===== config.mk =====
export PLATFORM = sky130hd
export DESIGN_NAME = key_frequency_min_max_tracker
export DESIGN_NICKNAME = d
export VERILOG_FILES = /design/src/sv/kfmm_pkg.sv /design/src/sv/key_frequency_min_max_tracker.sv /design/src/sv/kfmm_ctrl.sv /design/src/sv/kfmm_dp.sv
export SDC_FILE = /design/constraint.sdc
export NUM_CORES = 2
export LEC_CHECK = 0
export ABC_AREA = 1
export BUFFER_PORTS_ARGS = -buffer_cell sky130_fd_sc_hd__buf_2
export CAP_MARGIN = 20
export CORE_MARGIN = 10
export CORE_UTILIZATION = 35
export DETAILED_ROUTE_END_ITERATION = 7
export PLACE_DENSITY_LB_ADDON = 0.15
export SLEW_MARGIN = 20
export SYNTH_ARGS = -nofsm -noshare
export SYNTH_HDL_FRONTEND = slang
export SYNTH_SLANG_ARGS = --single-unit

===== constraint.sdc =====
create_clock -name clk -period 49.2 [get_ports clk]
set_input_delay 9.84 -clock clk [delete_from_list [all_inputs] [get_ports clk]]
set_output_delay 9.84 -clock clk [all_outputs]
set_load 0.03 [all_outputs]

===== src/sv/kfmm_pkg.sv =====
`default_nettype none
package kfmm_pkg;

	localparam int DEF_ENTRIES     = 64;
	localparam int DEF_KEY_WIDTH   = 32;
	localparam int DEF_COUNT_WIDTH = 32;

	localparam logic [1:0] ST_OK      = 2'd0;
	localparam logic [1:0] ST_ABSENT  = 2'd1;
	localparam logic [1:0] ST_FULL    = 2'd2;
	localparam logic [1:0] ST_SATURATE = 2'd3;

	localparam logic ACT_INC = 1'b0;
	localparam logic ACT_DEC = 1'b1;

	typedef struct packed {
		logic        action;
		logic [31:0] key;
	} in_item_t;

	typedef struct packed {
		logic [1:0]  status;
		logic [31:0] new_count;
		logic        table_empty;
		logic [31:0] max_key;
		logic [31:0] max_count;
		logic [31:0] min_key;
		logic [31:0] min_count;
	} out_item_t;

	// Controller to datapath commands.
	typedef struct packed {
		logic load;      // capture input, reset search
		logic search;    // scan one slot for key and free slot
		logic update;    // apply the change to the found or free slot
		logic scan_init; // clear max/min trackers
		logic scan;      // scan one slot for max/min
		logic emit;      // drive the result strobe
	} dp_cmd_t;

	typedef struct packed {
		logic last; // slot pointer at the last entry
	} dp_sts_t;

endpackage
`default_nettype wire


===== src/sv/key_frequency_min_max_tracker.sv =====
`default_nettype none
// Counts key occurrences in an ENTRIES-slot table and reports max/min keys. The done
// strobe follows a one-slot-per-cycle key search and a one-slot-per-cycle max/min scan,
// each reading a slot memory with a registered read, and the next transaction can be
// accepted in the done cycle. The result is on result from the cycle done is high
// and must be taken then.
module key_frequency_min_max_tracker #(
	parameter int ENTRIES     = kfmm_pkg::DEF_ENTRIES,
	parameter int KEY_WIDTH   = kfmm_pkg::DEF_KEY_WIDTH,
	parameter int COUNT_WIDTH = kfmm_pkg::DEF_COUNT_WIDTH
) (
	input  wire                 clk,
	input  wire                 arst_n,
	input  wire                 start,
	output logic                busy,
	input  kfmm_pkg::in_item_t  in_item,
	output logic                done,
	output kfmm_pkg::out_item_t result
);
	import kfmm_pkg::*;

	dp_cmd_t cmd;
	dp_sts_t sts;

	kfmm_ctrl u_ctrl (
		.clk(clk), .arst_n(arst_n), .start(start), .busy(busy), .sts(sts), .cmd(cmd)
	);

	kfmm_dp #(
		.ENTRIES(ENTRIES), .KEY_WIDTH(KEY_WIDTH), .COUNT_WIDTH(COUNT_WIDTH)
	) u_dp (
		.clk(clk), .arst_n(arst_n), .in_item(in_item), .cmd(cmd), .sts(sts),
		.done(done), .result(result)
	);

endmodule
`default_nettype wire


===== src/sv/kfmm_ctrl.sv =====
`default_nettype none
module kfmm_ctrl (
	input  wire                clk,
	input  wire                arst_n,
	input  wire                start,
	output logic               busy,
	input  kfmm_pkg::dp_sts_t  sts,
	output kfmm_pkg::dp_cmd_t  cmd
);
	import kfmm_pkg::*;

	typedef enum logic [6:0] {
		S_IDLE       = 7'b0000001,
		S_SEARCH     = 7'b0000010,
		S_SEARCH_END = 7'b0000100,
		S_UPDATE     = 7'b0001000,
		S_SCAN       = 7'b0010000,
		S_SCAN_END   = 7'b0100000,
		S_EMIT       = 7'b1000000
	} state_t;

	state_t state_q, state_d;

	// The end states let the datapath compare the last slot read before moving on.
	always_comb begin
		state_d = state_q;
		cmd     = '0;
		case (state_q)
			S_IDLE: begin
				if (start) begin
					cmd.load = 1'b1;
					state_d  = S_SEARCH;
				end
			end
			S_SEARCH: begin
				cmd.search = 1'b1;
				if (sts.last) state_d = S_SEARCH_END;
			end
			S_SEARCH_END: begin
				state_d = S_UPDATE;
			end
			S_UPDATE: begin
				cmd.update    = 1'b1;
				cmd.scan_init = 1'b1;
				state_d       = S_SCAN;
			end
			S_SCAN: begin
				cmd.scan = 1'b1;
				if (sts.last) state_d = S_SCAN_END;
			end
			S_SCAN_END: begin
				state_d = S_EMIT;
			end
			S_EMIT: begin
				cmd.emit = 1'b1;
				state_d  = S_IDLE;
			end
			default: state_d = S_IDLE;
		endcase
	end

	assign busy = (state_q != S_IDLE);

	always_ff @(posedge clk or negedge arst_n) begin
		if (!arst_n) state_q <= S_IDLE;
		else         state_q <= state_d;
	end

endmodule
`default_nettype wire


===== src/sv/kfmm_dp.sv =====
`default_nettype none
module kfmm_dp #(
	parameter int ENTRIES     = kfmm_pkg::DEF_ENTRIES,
	parameter int KEY_WIDTH   = kfmm_pkg::DEF_KEY_WIDTH,
	parameter int COUNT_WIDTH = kfmm_pkg::DEF_COUNT_WIDTH
) (
	input  wire                 clk,
	input  wire                 arst_n,
	input  kfmm_pkg::in_item_t  in_item,
	input  kfmm_pkg::dp_cmd_t   cmd,
	output kfmm_pkg::dp_sts_t   sts,
	output logic                done,
	output kfmm_pkg::out_item_t result
);
	import kfmm_pkg::*;

	localparam int IW = $clog2(ENTRIES);
	localparam int MW = KEY_WIDTH + COUNT_WIDTH;
	localparam logic [COUNT_WIDTH-1:0] CMAX = '1;
	localparam logic [COUNT_WIDTH-1:0] CONE = COUNT_WIDTH'(1);

	// Key and count share one slot memory with a registered read. Only the used
	// bits are reset; a slot is written whenever it becomes used.
	logic [MW-1:0]          mem_q [ENTRIES];
	logic [MW-1:0]          rd_s1;
	logic [ENTRIES-1:0]     used_q;

	logic [IW-1:0]          ptr_q, ptr_s1;
	logic                   search_s1, scan_s1;
	logic                   act_q;
	logic [KEY_WIDTH-1:0]   k_q;
	logic                   hit_q, free_ok_q;
	logic [IW-1:0]          hit_idx_q, free_idx_q;
	logic [COUNT_WIDTH-1:0] hit_cnt_q;
	logic [1:0]             status_q;
	logic [COUNT_WIDTH-1:0] cnt_q;
	logic                   any_q;
	logic [KEY_WIDTH-1:0]   max_k_q, min_k_q;
	logic [COUNT_WIDTH-1:0] max_c_q, min_c_q;

	logic [KEY_WIDTH-1:0]   rd_key;
	logic [COUNT_WIDTH-1:0] rd_cnt;
	logic                   rd_used;
	logic                   mem_we;
	logic [IW-1:0]          mem_waddr;
	logic [MW-1:0]          mem_wdata;

	assign rd_key   = rd_s1[MW-1:COUNT_WIDTH];
	assign rd_cnt   = rd_s1[COUNT_WIDTH-1:0];
	assign rd_used  = used_q[ptr_s1];
	assign sts.last = (ptr_q == IW'(ENTRIES - 1));

	always_comb begin
		mem_we    = 1'b0;
		mem_waddr = hit_idx_q;
		mem_wdata = {k_q, hit_cnt_q + CONE};
		if (cmd.update) begin
			if (act_q == ACT_INC) begin
				if (hit_q) begin
					mem_we = (hit_cnt_q != CMAX);
				end else if (free_ok_q) begin
					mem_we    = 1'b1;
					mem_waddr = free_idx_q;
					mem_wdata = {k_q, CONE};
				end
			end else if (hit_q && hit_cnt_q > CONE) begin
				mem_we    = 1'b1;
				mem_wdata = {k_q, hit_cnt_q - CONE};
			end
		end
	end

	always_ff @(posedge clk) begin
		if (mem_we) mem_q[mem_waddr] <= mem_wdata;
		rd_s1  <= mem_q[ptr_q];
		ptr_s1 <= ptr_q;
	end

	always_ff @(posedge clk or negedge arst_n) begin
		if (!arst_n) begin
			used_q    <= '0;
			ptr_q     <= '0;
			search_s1 <= 1'b0;
			scan_s1   <= 1'b0;
			done      <= 1'b0;
		end else begin
			done      <= cmd.emit;
			search_s1 <= cmd.search;
			scan_s1   <= cmd.scan;
			if (cmd.load || cmd.update || (sts.last && (cmd.search || cmd.scan)))
				ptr_q <= '0;
			else if (cmd.search || cmd.scan)
				ptr_q <= ptr_q + IW'(1);
			if (cmd.update) begin
				if (act_q == ACT_INC) begin
					if (!hit_q && free_ok_q) used_q[free_idx_q] <= 1'b1;
				end else if (hit_q && hit_cnt_q <= CONE) begin
					used_q[hit_idx_q] <= 1'b0;
				end
			end
		end
	end

	always_ff @(posedge clk) begin
		if (cmd.load) begin
			act_q     <= in_item.action;
			k_q       <= KEY_WIDTH'(in_item.key);
			hit_q     <= 1'b0;
			free_ok_q <= 1'b0;
		end
		if (search_s1) begin
			if (rd_used && rd_key == k_q && !hit_q) begin
				hit_q     <= 1'b1;
				hit_idx_q <= ptr_s1;
				hit_cnt_q <= rd_cnt;
			end
			if (!rd_used && !free_ok_q) begin
				free_ok_q  <= 1'b1;
				free_idx_q <= ptr_s1;
			end
		end
		if (cmd.update) begin
			status_q <= ST_OK;
			cnt_q    <= '0;
			if (act_q == ACT_INC) begin
				if (hit_q) begin
					if (hit_cnt_q == CMAX) begin
						status_q <= ST_SATURATE;
						cnt_q    <= CMAX;
					end else cnt_q <= hit_cnt_q + CONE;
				end else if (free_ok_q) begin
					cnt_q <= CONE;
				end else status_q <= ST_FULL;
			end else if (!hit_q) status_q <= ST_ABSENT;
			else if (hit_cnt_q > CONE) cnt_q <= hit_cnt_q - CONE;
		end
		if (cmd.scan_init) any_q <= 1'b0;
		if (scan_s1 && rd_used) begin
			any_q <= 1'b1;
			if (!any_q || rd_cnt > max_c_q) begin
				max_c_q <= rd_cnt;
				max_k_q <= rd_key;
			end
			if (!any_q || rd_cnt < min_c_q) begin
				min_c_q <= rd_cnt;
				min_k_q <= rd_key;
			end
		end
		if (cmd.emit) begin
			result.status      <= status_q;
			result.new_count   <= 32'(64'(cnt_q));
			result.table_empty <= !any_q;
			result.max_key     <= any_q ? 32'(64'(max_k_q)) : '0;
			result.max_count   <= any_q ? 32'(64'(max_c_q)) : '0;
			result.min_key     <= any_q ? 32'(64'(min_k_q)) : '0;
			result.min_count   <= any_q ? 32'(64'(min_c_q)) : '0;
		end
	end

endmodule
`default_nettype wire


==> summary.md <==
| Metric | Value |
|---|---|
| Status | finished clean |
| Congestion Overflow GR | 0 |
| Minimum clock period after layout | 12.21 ns |
| Clk buf depth | 4 |
| Worst Path Max Fanout | 4 |
| Number of synthesized register bits | 4651 |
| First-pass DRT Iterations | 6 |
| Final Core Density | 0.401 |
| Layout area overhead | 14.2% |
| EDFF count, synth | 4498 |
| Post_cts resized | 0 |
| WP data arrival | 2.37 ns |
| Final wirelength | 654 mm |
| Total track usage | 0.225 |
| Cells after Synth | 14500 |
| Vias per cell | 5.52 |
| Iter 0 DRT Violations | 14300 |
| Worst-path clk slew | 0.07 ns |
| HP Class | reg -> reg |
| Hold Crit Depth | 0 |
| Die X | 746 um |
| Slew Limit Headroom | 0.191 |
| Synth Cell Area | 185000 um^2 |
| Total DRC errors in the routed layout | 0 |
| DR WL/cell | 29.6 um |
| RSZ-0062 raised after global routing | false |
| Syn nets | 14600 |
| Total CTS buffers | 527 |
| Post-CTS Hold Buffers | 0 |
| Vias in the first global route | 115000 |
| DR vias | 122000 |
| CTS tree | done |
| Mean Syn Cell Area | 12.7 um^2 |
| H-tree levels | 6 |
| Worst vdd ir | 0.0410 mV |
| Clk root buf | clkbuf_16 |
| DIE HEIGHT | 746 um |
| Max_cap viols | 0 |
| Slew of the pin with the lowest slew margin | 1.21 ns |
| Synth cell types | 50 |
| Initial antenna violation count | 55 |
| Leakage | 69.6 nW |
| Worst Path Required | 39.36 ns |
| Kind of start point of the critical path | register |
| Clock sinks | 4651 |
| Top Ports | 201 |
| Sequential-to-total area share from yosys stat | 0.751 |
| Share of cells above drive strength 1 | 0.0962 |
| Critical path class | reg -> out |
| Final hold vios | 0 |
| TNS Setup | 0 ns |
| Fmax | 0.0819 GHz |
| Core area | 525000 um^2 |
| # Post-CTS Setup Buffers | 0 |
| Worst R2R Path Depth | 12 |
| Remaining antenna violation count | 0 |
| PD cells | 49.8 nW/um^2 |
| Global-route wire length before repair | 911 mm |
| Full die area | 557000 um^2 |
| Final Slew Violations | 0 |
| HPWL Detailed | 348 mm |
| Initial Util | 0.351 |
| Clk Latency, worst-skew pair | 1.09 ns |
| GP Congestion | 0.831 |
| Nets@finish | 14800 |
| Period utilization | 0.248 |
| Yosys warns | 0 |
| I/O Buffers | 200 |
| Clk_skew | 0.0705 ns |
| Largest net degree at the start of global routing | 185 |
| Main flop type after synthesis | edfxtp_1 |
| CP Capture Type | output port |
| Asr flop ratio synth | 0.0172 |
| Core Rows | 266 |
| Final Setup Violations | 0 |
[power by group]
part	internal, mW	switching [mW]
Combinational	0.565	1.49
Sequential	4.47	0.175
Clock	2.18	1.62
[path summary, 6_finish.rpt]
check | start | slack [ns] | end
max | u_ctrl.state_q[0] | 36.99 | busy
min | u_dp.cnt_q[30] | 0.42 | u_dp.result[159]
max reg2reg | u_ctrl.state_q[1] | 43.15 | u_dp.mem_q[28][44]
min reg2reg | u_dp.cnt_q[30] | 0.42 | u_dp.result[159]
max in group asynchronous | arst_n | 39.41 | u_dp.used_q[17]
min in group asynchronous | arst_n | 8.66 | u_ctrl.state_q[3]
[synthesized netlist by cell type, types with 7 or more instances]
cell type | number | area share
nand3_1 | 708 | 0.019
nor2_2 | 16 | 0.00054
nor2_4 | 7 | 0.00043
clkbuf_1 | 577 | 0.012
o21ai_1 | 10 | 0.00027
o21ai_0 | 2149 | 0.058
nand4_1 | 72 | 0.0024
o221ai_1 | 32 | 0.0015
nor4_1 | 12 | 0.00041
a21oi_1 | 198 | 0.0054
edfxtp_1 | 4498 | 0.73
inv_1 | 416 | 0.0085
buf_4 | 12 | 0.00049
buf_1 | 66 | 0.0013
o22ai_1 | 538 | 0.018
o211ai_1 | 479 | 0.019
nor3_1 | 31 | 0.00084
xor2_1 | 44 | 0.0021
buf_2 | 264 | 0.0072
ha_1 | 67 | 0.0045
nor2_1 | 2662 | 0.054
dfrtp_1 | 79 | 0.011
dfxtp_1 | 73 | 0.0079
nand2_1 | 1369 | 0.028
or2_2 | 25 | 0.00085
xnor2_1 | 11 | 0.00052
inv_2 | 10 | 0.00020
[routing by layer]
| metal | up-vias | part of all wire | track usage |
|---|---|---|---|
| li1 | 53300 | - | - |
| met1 | 62900 | 0.44 | 0.320 |
| met2 | 4624 | 0.46 | 0.359 |
| met3 | 885 | 0.067 | 0.0319 |
| met4 | 10 | 0.028 | 0.0607 |
| met5 | - | 0.000095 | 0 |
[registers in the layout, summed over array words and instances, names as in the netlist, 32 cells and up]
register        count
u_dp.used_q        64
u_dp.min_k_q       32
u_dp.min_c_q       32
u_dp.cnt_q         32
u_dp.rd_s1         64
u_dp.k_q           32
u_dp.hit_cnt_q     32
u_dp.mem_q       4096
u_dp.result       163
u_dp.max_k_q       32
u_dp.max_c_q       32
[cell families after synthesis]
logic type | synth area share
flops | 0.751
fa+ha+maj | 0.00454
xor+xnor | 0.00261
buf+inv | 0.0298
compound gates | 0.104
simple gates | 0.108
[layout by cell type, fill, tap and decap left out, drive strengths merged, types with 25 or more instances in the layout]
cell	n
nor3	34
o211ai	479
buf	564
or2	25
xor2	44
ha	67
clkbuf	744
clkinv	151
nand3	712
o22ai	538
dfrtp	79
nor2	2686
o21ai	2162
o221ai	32
a21oi	198
edfxtp	4498
nand2	1371
dfxtp	73
inv	457
nand4	76
[metrics by stage]
stage                     cells  hold slack [ns]  instance area, um^2  total power [mW]  setup WS (ns)
after floorplan           14500            0.342               185000              5.97          31.45
after global placement    21100            0.407               194000              6.76          37.34
after detailed placement  21100            0.412               194000              6.77          37.31
after CTS                 22000            0.426               211000              10.6          36.85
after global routing      22000            0.433               211000              10.9          36.82
final                     22100            0.423               211000              10.5          36.99
[worst max-delay path, stage by stage, from the launching register on]
cell	delay [ns]
dfstp_2	0.55
inv_1	0.05
nor4_1	0.36
inv_1	0.15
buf_2	0.21
[area by class of cell]
type                            count  area [um^2]
Clock buffer                      744        14800
Fill cell                       49800       314000
Antenna cell                       16         40.0
Tap cell                         6968         8720
Multi-Input combinational cell   8479        41300
Inverter                          431         1680
Sequential cell                  4651       139000
Timing Repair Buffer              564         4150
Clock inverter                    200         1580
Power figures use the tool's default switching activity.
